===== config.mk =====
export PLATFORM = sky130hd
export DESIGN_NAME = sql_keyword_tokenizer
export DESIGN_NICKNAME = d
export VERILOG_FILES = /design/src/rtl/sqltok_pkg.sv /design/src/rtl/sql_keyword_tokenizer.sv
export SDC_FILE = /design/constraint.sdc
export NUM_CORES = 1
export LEC_CHECK = 0
export BUFFER_PORTS_ARGS = -buffer_cell sky130_fd_sc_hd__buf_2
export CAP_MARGIN = 20
export CORE_MARGIN = 3
export CORE_UTILIZATION = 45
export DETAILED_ROUTE_END_ITERATION = 6
export GPL_TIMING_DRIVEN = 0
export SLEW_MARGIN = 25
export SYNTH_ARGS = -nofsm -noshare
export SYNTH_HDL_FRONTEND = slang
export SYNTH_SLANG_ARGS = --single-unit

===== constraint.sdc =====
create_clock -name clk -period 5.1 [get_ports clk]
set_clock_uncertainty 0.2 [all_clocks]
set_input_delay 0.765 -clock clk [delete_from_list [all_inputs] [get_ports clk]]
set_output_delay 0.765 -clock clk [all_outputs]
set_load 0.02 [all_outputs]

===== src/rtl/sqltok_pkg.sv =====
package sqltok_pkg;

  localparam int OFFSET_BITS_DEF = 32;
  localparam int LENGTH_BITS_DEF = 16;
  localparam int KW_CHARS        = 6;
  localparam int KW_NUM          = 8;
  localparam int PUNCT_NUM       = 6;
  localparam int FIFO_DEPTH      = 4;

  localparam logic [4:0] KIND_LPAREN  = 5'd0;
  localparam logic [4:0] KIND_STRING  = 5'd6;
  localparam logic [4:0] KIND_NUMBER  = 5'd7;
  localparam logic [4:0] KIND_IDENT   = 5'd8;
  localparam logic [4:0] KIND_CREATE  = 5'd9;
  localparam logic [4:0] KIND_UNKNOWN = 5'd17;
  localparam logic [4:0] KIND_END     = 5'd18;

  localparam logic [7:0] CH_DQUOTE     = 8'h22;
  localparam logic [7:0] CH_SQUOTE     = 8'h27;
  localparam logic [7:0] CH_DOT        = 8'h2E;
  localparam logic [7:0] CH_UNDERSCORE = 8'h5F;
  localparam logic [7:0] CH_SPACE      = 8'h20;
  localparam logic [7:0] CH_TAB        = 8'h09;
  localparam logic [7:0] CH_CR         = 8'h0D;
  localparam logic [7:0] CASE_OFFSET   = 8'h20;

  typedef logic [0:KW_CHARS-1][7:0] kw_text_t;

  // punctuation kinds follow table order
  localparam logic [7:0] PUNCT_CHARS [PUNCT_NUM] = '{8'h28, 8'h29, 8'h2C, 8'h3B, 8'h2A, 8'h3D};

  localparam kw_text_t KW_TEXT [KW_NUM] = '{
    kw_text_t'("CREATE"),
    kw_text_t'({"TABLE", 8'h00}),
    kw_text_t'("INSERT"),
    kw_text_t'({"INTO", 16'h0000}),
    kw_text_t'("VALUES"),
    kw_text_t'("SELECT"),
    kw_text_t'({"FROM", 16'h0000}),
    kw_text_t'({"WHERE", 8'h00})
  };
  localparam logic [2:0] KW_LEN [KW_NUM] = '{3'd6, 3'd5, 3'd6, 3'd4, 3'd6, 3'd6, 3'd4, 3'd5};

  typedef struct packed {
    logic [7:0] char_byte;
    logic       end_mark;
  } tok_in_t;

  typedef struct packed {
    logic [4:0]  token_kind;
    logic [31:0] start_offset;
    logic [15:0] token_length;
    logic [7:0]  char_value;
    logic        last_of_item;
  } tok_out_t;

  function automatic logic [4:0] kw_kind(kw_text_t chars, logic [2:0] count);
    logic [4:0] kind;
    logic       hit;
    kind = KIND_IDENT;
    for (int i = KW_NUM - 1; i >= 0; i--) begin
      hit = (count == KW_LEN[i]);
      for (int j = 0; j < KW_CHARS; j++) begin
        if ((3'(j) < KW_LEN[i]) && (chars[j] != KW_TEXT[i][j])) hit = 1'b0;
      end
      if (hit) kind = KIND_CREATE + 5'(i);
    end
    return kind;
  endfunction

endpackage


===== src/rtl/sql_keyword_tokenizer.sv =====
// Streaming SQL tokenizer. One text byte (or a closing end beat) is taken per clock while in_stall
// is low; each beat yields zero, one or two token descriptors, which are queued in a 4-entry
// output FIFO whose head entry drives out_data. in_stall rises whenever fewer than two FIFO
// slots are free, so the sustained rate is one input beat per clock as long as the consumer
// keeps up and no beat yields two descriptors; a beat that closes a token and also emits a
// single-character or end token writes two FIFO entries. Offsets and lengths saturate
// at OFFSET_BITS and LENGTH_BITS, and the end beat returns the offset count to zero.
module sql_keyword_tokenizer #(
  parameter int OFFSET_BITS = sqltok_pkg::OFFSET_BITS_DEF,
  parameter int LENGTH_BITS = sqltok_pkg::LENGTH_BITS_DEF
) (
  input  logic                 clk,
  input  logic                 rst_n,
  input  logic                 in_valid,
  output logic                 in_stall,
  input  sqltok_pkg::tok_in_t  in_data,
  output logic                 out_valid,
  input  logic                 out_stall,
  output sqltok_pkg::tok_out_t out_data
);
  import sqltok_pkg::*;

  localparam int PTR_W = $clog2(FIFO_DEPTH);
  localparam int CNT_W = $clog2(FIFO_DEPTH + 1);

  typedef enum logic [3:0] {
    MODE_IDLE   = 4'b0001,
    MODE_STRING = 4'b0010,
    MODE_NUMBER = 4'b0100,
    MODE_IDENT  = 4'b1000
  } scan_mode_t;

  scan_mode_t             mode_r, mode_nxt;
  logic                   qdq_r, qdq_nxt;
  logic [OFFSET_BITS-1:0] tok_start_r, tok_start_nxt;
  logic [LENGTH_BITS-1:0] tok_cnt_r, tok_cnt_nxt;
  kw_text_t               kw_chars_r, kw_chars_nxt;
  logic [OFFSET_BITS-1:0] byte_pos_r, byte_pos_nxt;

  tok_out_t               fifo_r [FIFO_DEPTH];
  logic [PTR_W-1:0]       wr_ptr_r, rd_ptr_r;
  logic [CNT_W-1:0]       fill_r, fill_nxt;

  logic                   in_acc, out_acc;
  logic [7:0]             c;
  logic [7:0]             c_up;
  logic                   is_digit, is_alpha, is_space, is_word;
  logic                   p_hit;
  logic [4:0]             p_kind;
  logic                   pos_sat, cnt_sat;
  logic [LENGTH_BITS-1:0] cnt_inc;
  logic                   flush_now, emit_now, taken;
  tok_out_t               flush_res, emit_res, res0, res1;
  logic [1:0]             n_res;

  assign in_acc  = in_valid && !in_stall;
  assign out_acc = out_valid && !out_stall;

  assign c        = in_data.char_byte;
  assign is_digit = (c >= "0") && (c <= "9");
  assign is_alpha = ((c >= "A") && (c <= "Z")) || ((c >= "a") && (c <= "z"));
  assign is_space = (c == CH_SPACE) || ((c >= CH_TAB) && (c <= CH_CR));
  assign is_word  = is_alpha || is_digit || (c == CH_UNDERSCORE);
  assign c_up     = ((c >= "a") && (c <= "z")) ? c - CASE_OFFSET : c;

  assign pos_sat = (byte_pos_r == {OFFSET_BITS{1'b1}});
  assign cnt_sat = (tok_cnt_r == {LENGTH_BITS{1'b1}});
  assign cnt_inc = cnt_sat ? tok_cnt_r : tok_cnt_r + 1'b1;

  always_comb begin
    p_hit  = 1'b0;
    p_kind = KIND_LPAREN;
    for (int i = 0; i < PUNCT_NUM; i++) begin
      if (c == PUNCT_CHARS[i]) begin
        p_hit  = 1'b1;
        p_kind = KIND_LPAREN + 5'(i);
      end
    end
  end

  // pending token descriptor
  always_comb begin
    flush_res              = '0;
    flush_res.start_offset = 32'(tok_start_r);
    flush_res.token_length = 16'(tok_cnt_r);
    case (mode_r)
      MODE_STRING: flush_res.token_kind = KIND_STRING;
      MODE_NUMBER: flush_res.token_kind = KIND_NUMBER;
      MODE_IDENT: begin
        if (tok_cnt_r <= LENGTH_BITS'(KW_CHARS)) begin
          flush_res.token_kind = kw_kind(kw_chars_r, tok_cnt_r[2:0]);
        end else begin
          flush_res.token_kind = KIND_IDENT;
        end
      end
      default: flush_res.token_kind = KIND_IDENT;
    endcase
  end

  always_comb begin
    mode_nxt      = mode_r;
    qdq_nxt       = qdq_r;
    tok_start_nxt = tok_start_r;
    tok_cnt_nxt   = tok_cnt_r;
    kw_chars_nxt  = kw_chars_r;
    byte_pos_nxt  = pos_sat ? byte_pos_r : byte_pos_r + 1'b1;
    flush_now     = 1'b0;
    emit_now      = 1'b0;
    taken         = 1'b0;
    emit_res              = '0;
    emit_res.start_offset = 32'(byte_pos_r);
    emit_res.token_length = 16'd1;
    emit_res.char_value   = c;
    emit_res.token_kind   = KIND_UNKNOWN;

    if (in_data.end_mark) begin
      flush_now             = (mode_r != MODE_IDLE);
      emit_now              = 1'b1;
      emit_res.token_kind   = KIND_END;
      emit_res.token_length = '0;
      emit_res.char_value   = '0;
      mode_nxt      = MODE_IDLE;
      qdq_nxt       = 1'b0;
      tok_start_nxt = '0;
      tok_cnt_nxt   = '0;
      byte_pos_nxt  = '0;
    end else begin
      case (mode_r)
        MODE_STRING: begin
          taken = 1'b1;
          if (c == (qdq_r ? CH_DQUOTE : CH_SQUOTE)) begin
            flush_now = 1'b1;
            mode_nxt  = MODE_IDLE;
          end else begin
            tok_cnt_nxt = cnt_inc;
          end
        end
        MODE_NUMBER: begin
          if (is_digit || (c == CH_DOT)) begin
            taken       = 1'b1;
            tok_cnt_nxt = cnt_inc;
          end else begin
            flush_now = 1'b1;
            mode_nxt  = MODE_IDLE;
          end
        end
        MODE_IDENT: begin
          if (is_word) begin
            taken = 1'b1;
            if (tok_cnt_r < LENGTH_BITS'(KW_CHARS)) kw_chars_nxt[tok_cnt_r[2:0]] = c_up;
            tok_cnt_nxt = cnt_inc;
          end else begin
            flush_now = 1'b1;
            mode_nxt  = MODE_IDLE;
          end
        end
        default: taken = 1'b0;
      endcase

      if (!taken && !is_space) begin
        if (p_hit) begin
          emit_now            = 1'b1;
          emit_res.token_kind = p_kind;
        end else if ((c == CH_DQUOTE) || (c == CH_SQUOTE)) begin
          mode_nxt      = MODE_STRING;
          qdq_nxt       = (c == CH_DQUOTE);
          tok_start_nxt = pos_sat ? byte_pos_r : byte_pos_r + 1'b1;
          tok_cnt_nxt   = '0;
        end else if (is_digit) begin
          mode_nxt      = MODE_NUMBER;
          tok_start_nxt = byte_pos_r;
          tok_cnt_nxt   = LENGTH_BITS'(1);
        end else if (is_alpha || (c == CH_UNDERSCORE)) begin
          mode_nxt        = MODE_IDENT;
          tok_start_nxt   = byte_pos_r;
          tok_cnt_nxt     = LENGTH_BITS'(1);
          kw_chars_nxt[0] = c_up;
        end else begin
          emit_now = 1'b1;
        end
      end
    end
  end

  // result ordering: pending token first, then the single-byte or end token
  always_comb begin
    res0 = flush_now ? flush_res : emit_res;
    res1 = emit_res;
    res0.last_of_item = !(flush_now && emit_now);
    res1.last_of_item = 1'b1;
    n_res = {1'b0, flush_now} + {1'b0, emit_now};
  end

  always_comb begin
    fill_nxt = fill_r;
    if (in_acc) fill_nxt = fill_nxt + CNT_W'(n_res);
    if (out_acc) fill_nxt = fill_nxt - 1'b1;
  end

  always_ff @(posedge clk) begin
    if (!rst_n) begin
      mode_r      <= MODE_IDLE;
      qdq_r       <= 1'b0;
      tok_start_r <= '0;
      tok_cnt_r   <= '0;
      byte_pos_r  <= '0;
      wr_ptr_r    <= '0;
      rd_ptr_r    <= '0;
      fill_r      <= '0;
    end else begin
      if (in_acc) begin
        mode_r      <= mode_nxt;
        qdq_r       <= qdq_nxt;
        tok_start_r <= tok_start_nxt;
        tok_cnt_r   <= tok_cnt_nxt;
        byte_pos_r  <= byte_pos_nxt;
        wr_ptr_r    <= wr_ptr_r + PTR_W'(n_res);
      end
      if (out_acc) rd_ptr_r <= rd_ptr_r + 1'b1;
      fill_r <= fill_nxt;
    end
  end

  always_ff @(posedge clk) begin
    if (in_acc) begin
      kw_chars_r <= kw_chars_nxt;
      if (n_res != 2'd0) fifo_r[wr_ptr_r] <= res0;
      if (n_res == 2'd2) fifo_r[PTR_W'(wr_ptr_r + 1'b1)] <= res1;
    end
  end

  assign in_stall  = (fill_r > CNT_W'(FIFO_DEPTH - 2));
  assign out_valid = (fill_r != '0);
  assign out_data  = fifo_r[rd_ptr_r];

`ifndef SYNTHESIS
  a_fill_bound: assert property (@(posedge clk) disable iff (!rst_n)
    fill_r <= CNT_W'(FIFO_DEPTH))
    else $error("output fifo overfilled");

  a_end_clears: assert property (@(posedge clk) disable iff (!rst_n)
    in_acc && in_data.end_mark |=> (mode_r == MODE_IDLE) && (byte_pos_r == '0))
    else $error("end beat did not clear scan state");

  a_end_last: assert property (@(posedge clk) disable iff (!rst_n)
    out_valid && (out_data.token_kind == KIND_END) |-> out_data.last_of_item)
    else $error("end token without last flag");

  a_two_last: assert property (@(posedge clk) disable iff (!rst_n)
    in_acc && (n_res == 2'd2) |=> (fill_r >= 2'd2))
    else $error("two-result beat lost an entry");
`endif

endmodule

======== Word-level counts from Yosys, hierarchy flattened ========
Memory sizes are Yosys's and may differ from the RTL's. A register that Yosys moved wholly into a read port is not among the register bits.
Cells that the tools add are included.
word-level totals
  bits in registers ....................... 140
  latch bits .............................. 0
  memory bits (writable) .................. 248
  ROM bits ................................ 0
  bits of input ports ..................... 13
  output and inout bits ................... 64
  memories kept ........................... 1
memories
  name    words  width  read ports  clocked after Yosys merged registers in  write ports  line                         source
  fifo_r  4      62     1           1                                        2            sql_keyword_tokenizer.sv:40  tok_out_t fifo_r [FIFO_DEPTH];
operators by class
  add/subtract/negate cells ............... 9
  multiply operators ...................... 0
  divide/modulo/power cells ............... 0
  $lt $le $gt $ge ......................... 13
  equality and inequality tests ........... 55
  shifts and indexed selects .............. 0
  muxes and demuxes ....................... 155
  bitwise gates (word level) .............. 2
  reduce and logical (&&, ||, !) cells .... 30
operators by type and width
  kind                                                                                  count
  32-bit 2-to-1 mux                                                                     8
  8-bit by 7-bit inequality test with 1-bit output (second input constant)              32
  16-bit 2-to-1 mux                                                                     10
  48-bit 2-to-1 mux                                                                     3
  1-bit 2-to-1 mux                                                                      88
  8-bit by 6-bit == test with 1-bit output (second input constant)                      10
  62-bit 2-to-1 mux                                                                     1
  5-bit 2-to-1 mux                                                                      12
  8-bit 2-to-1 mux                                                                      7
  48-bit bitwise mux                                                                    1
  16-bit case mux with 3 select lines                                                   1
  4-bit 2-to-1 mux                                                                      9
  32-bit by 1-bit adder with 32-bit output (second input constant)                      1
  32-bit == test (second input constant)                                                1
  8-bit demux with 3-bit select                                                         1
  16-bit by 1-bit adder with 16-bit output (second input constant)                      1
  16-bit == test (second input constant)                                                1
  8-bit by 7-bit greater-or-equal comparator with 1-bit output (second input constant)  2
  16-bit by 3-bit <= comparator with 1-bit output (second input constant)               1
  8-bit by 7-bit <= comparator with 1-bit output (second input constant)                2
  16-bit by 3-bit less-than comparator with 1-bit output (second input constant)        1
  3-bit 2-to-1 mux                                                                      5
  5-bit case mux with 3 select lines                                                    1
  4-bit case mux with 3 select lines                                                    1
  36 further kinds                                                                      64

======== Logic depth before layout (Yosys ltp) ========
  depth after elaboration ................. 19
  mapped depth ............................ 18

======== Worst setup path after synthesis ========
No wires, ideal clock.
  path kind ............................... in2reg
  from .................................... input in_data[6] (netlist bit)
  to ...................................... memory fifo_r[0][1] (netlist bit), enable pin
  setup time .............................. 0.400 ns
  arrival ................................. 4.625 ns
  slack ................................... -0.125 ns
  stages .................................. 13
  cell sequence ........................... buf_2 inv_1 ha_1 and3_1 o221a_1 or4_4 a21boi_4 inv_2 buf_6 ha_1 nor4_1 nor2_1 inv_1
RTL lines
  element          line                         source
  start, declared  sql_keyword_tokenizer.sv:16  input sqltok_pkg::tok_in_t in_data,
  end, declared    sql_keyword_tokenizer.sv:40

==> flow_summary_export.csv <==
group,metric,value,unit
run_status,status,"complete, no violations",
clock_tree,clock_path_buffers,3,
pwr,power.density,425,mW/mm²
clock_tree,clk_pin_slew,60,ps
synthesis,syn-instance-count,1610,
die,initial_core_util,0.458,
clock_tree,cts_tree,"yes",
timing,min_period_over_period,0.959,
layout,mostFrequentLayoutCell,"edfxtp_1",
synthesis,synthArstFlopShare,0,
die,die_area,0.0442,mm²
timing,tightest_slew,1080,ps
clock_tree,cts-buffers-inserted,41,
timing,min_period,4890,ps
worst_setup_path,crit_required,5330,ps
worst_setup_path,endpoint_kind,"flip-flop",
placed_design,dp.cells,2224,
detailed_routing,dr.first_iter.drc_count,1582,
clock_tree,cts_root_buf,"clkbuf_16",
hold_path,hp-class,"reg -> reg",
grt,gr-usage-met2,0.382,
placed_design,hpwl,40200,µm
clock_tree,worstSkewPairLatency,560,ps
layout,syn_to_final_growth,14.7,%
clock_tree,cts.sinks,390,
die,die_y,210,µm
detailed_routing,dr.pass1.iters,5,
grt,gr-usage-met1,0.378,
timing,fmax,204,MHz
synthesis,avgSynthCellArea,11.7,µm²
synthesis,syn_nets,1638,
worst_setup_path,critPathKind,"in -> reg",
layout,final_cells,2302,
die,fp.dieW,210,µm
synthesis,syn_area,0.0188,mm²
layout,final_cell_area,0.0216,mm²
synthesis,ys_seq_area_frac,0.537,
timing,maxSlewHeadroom,0.280,
synthesis,ys_types,91,
synthesis,ys_ff_latch,390,
die,io_pins,77,
timing,slew_violations,0,
grt,met3_usage,0.0488,
placed_design,routabilityCongestion,0.942,
detailed_routing,drt-total-wl,57800,µm
synthesis,yosysWarnings,0,
timing,final-hold-violation-count,0,
grt,grt_busiest_layer,"met2",
placed_design,port_buffers,75,
worst_setup_path,critPathArrivalTime,5120,ps
detailed_routing,vias,14600,
detailed_routing,drtAntennaViolNets,0,
synthesis,ys.flop_type,"edfxtp_1",
synthesis,synth_edf_count,228,
layout,drive_gt1_frac,0.191,
worst_setup_path,crit_path_start_kind,"primary input",
flow_run,maxCapViolCount,0,
placed_design,dpl_cell_area,0.0200,mm²
timing,setup_violations,0,
detailed_routing,via_per_inst,6.35,
grt,grt_max_degree,31,
layout,mostFrequentLayoutCells,"edfxtp_1, a22o_1, dfxtp_1",
pwr,ir_drop,196,µV
layout,final_nets,1765,
grt,grt_pass1_wl,87100,µm
worst_setup_path,cp_max_fo,10,
die,core,0.0410,mm²
grt,antenna_found_initial,0,
timing,hold-worst-slack,252,ps
detailed_routing,wl_per_cell,25.1,µm
die,num_rows,74,
clock_tree,ctsHtreeMaxLevel,2,
grt,grt_use_total,0.259,
detailed_routing,drc,0,
pwr,power,9.15,mW
pwr,leakagePower,7.45,nW
grt,grt_pass1_vias,13900,
grt,grt_overflow,0,
timing,rsz0062_at_grt,"false",
-- cell families after synthesis --
| logic type | count (synthesis) | share of synthesized area |
|---|---|---|
| buffers and inverters | 170 | 0.0404 |
| flip-flops | 390 | 0.537 |
| multiplexers | 80 | 0.0846 |
| AND/OR/NAND/NOR | 487 | 0.139 |
| AO/OA/AOI/OAI | 434 | 0.172 |
| XOR/XNOR | 34 | 0.0158 |
| adder cells (fa/ha/maj) | 15 | 0.0104 |
-- metal layers --
layer	vias to the layer above	wire, µm
met2	664	25100
met5	-	0
li1	6533	-
met3	113	4530
met1	7303	25700
met4	0	2350
-- area by class of cell --
type | count | area (µm²)
fill | 3540 | 19500
sequential | 390 | 10100
multi-input combinational | 1050 | 8060
clock buffer | 54 | 1210
tap | 532 | 666
buffer | 139 | 664
timing repair buffer | 84 | 520
clock inverter | 21 | 221
inverter | 31 | 128
antenna | 1 | 2.50
-- per-stage QoR --
step / setup TNS, ps / util / worst slack [ps]
after global placement: -602370 / 0.484 / -2260
after CTS: 0 / 0.523 / 13.5
after global routing: 0 / 0.525 / 43.7
after floorplan: 0 / - / 143
final: 0 / 0.526 / 207
after detailed placement: -387010 / 0.487 / -1580
-- Yosys cell counts (21+ instances only) --
master     number  area share
dfxtp_1       162        0.17
xnor2_1        24       0.011
a21oi_1        62       0.017
inv_1          30      0.0060
nand3_1        43       0.011
nor2_1        113       0.023
o2bb2ai_1      35       0.016
nand2_1       110       0.022
a22o_1        173       0.081
o21ai_0        64       0.017
mux4_2         62       0.074
nor3_1         37      0.0099
nand4_1        23      0.0077
clkbuf_1       87       0.017
and3_1         21      0.0070
buf_2          28      0.0075
edfxtp_1      228        0.36
-- what timing repair did --
item | in CTS | in global routing
hold buffers | 0 | 0
setup endpoints to repair | 367 | 355
gates resized for setup | 10 | 19
buffers inserted | 1 | 1
hold endpoints to repair | 0 | 0
pin swaps | 0 | 1
-- critical path: stages --
cell      delay, ps
buf_2           170
clkbuf_2        230
or2_1           350
mux2_2          300
nor4_2          460
nor3_2          160
a21boi_4        310
inv_2           120
buf_6           200
ha_1            340
or3_1           400
clkbuf_1        300
o21ai_4         440
clkbuf_2        370
a22o_1          200
-- final timing paths --
path	to	cells past startpoint	slack [ps]	start
max	fifo_r[3][51]	15	210	in_data[1]
min	fifo_r[3][23]	2	250	fifo_r[3][23]
max reg2reg	fifo_r[3][51]	12	270	mode_r[2]
min reg2reg	fifo_r[3][23]	2	250	fifo_r[3][23]
-- power breakdown --
| part | internal, mW | total, mW | switching (mW) |
|---|---|---|---|
| Clock | 1.88 | 3.15 | 1.27 |
| Combinational | 0.784 | 2.30 | 1.52 |
| Sequential | 3.61 | 3.70 | 0.0843 |
Power figures use the tool's default switching activity.
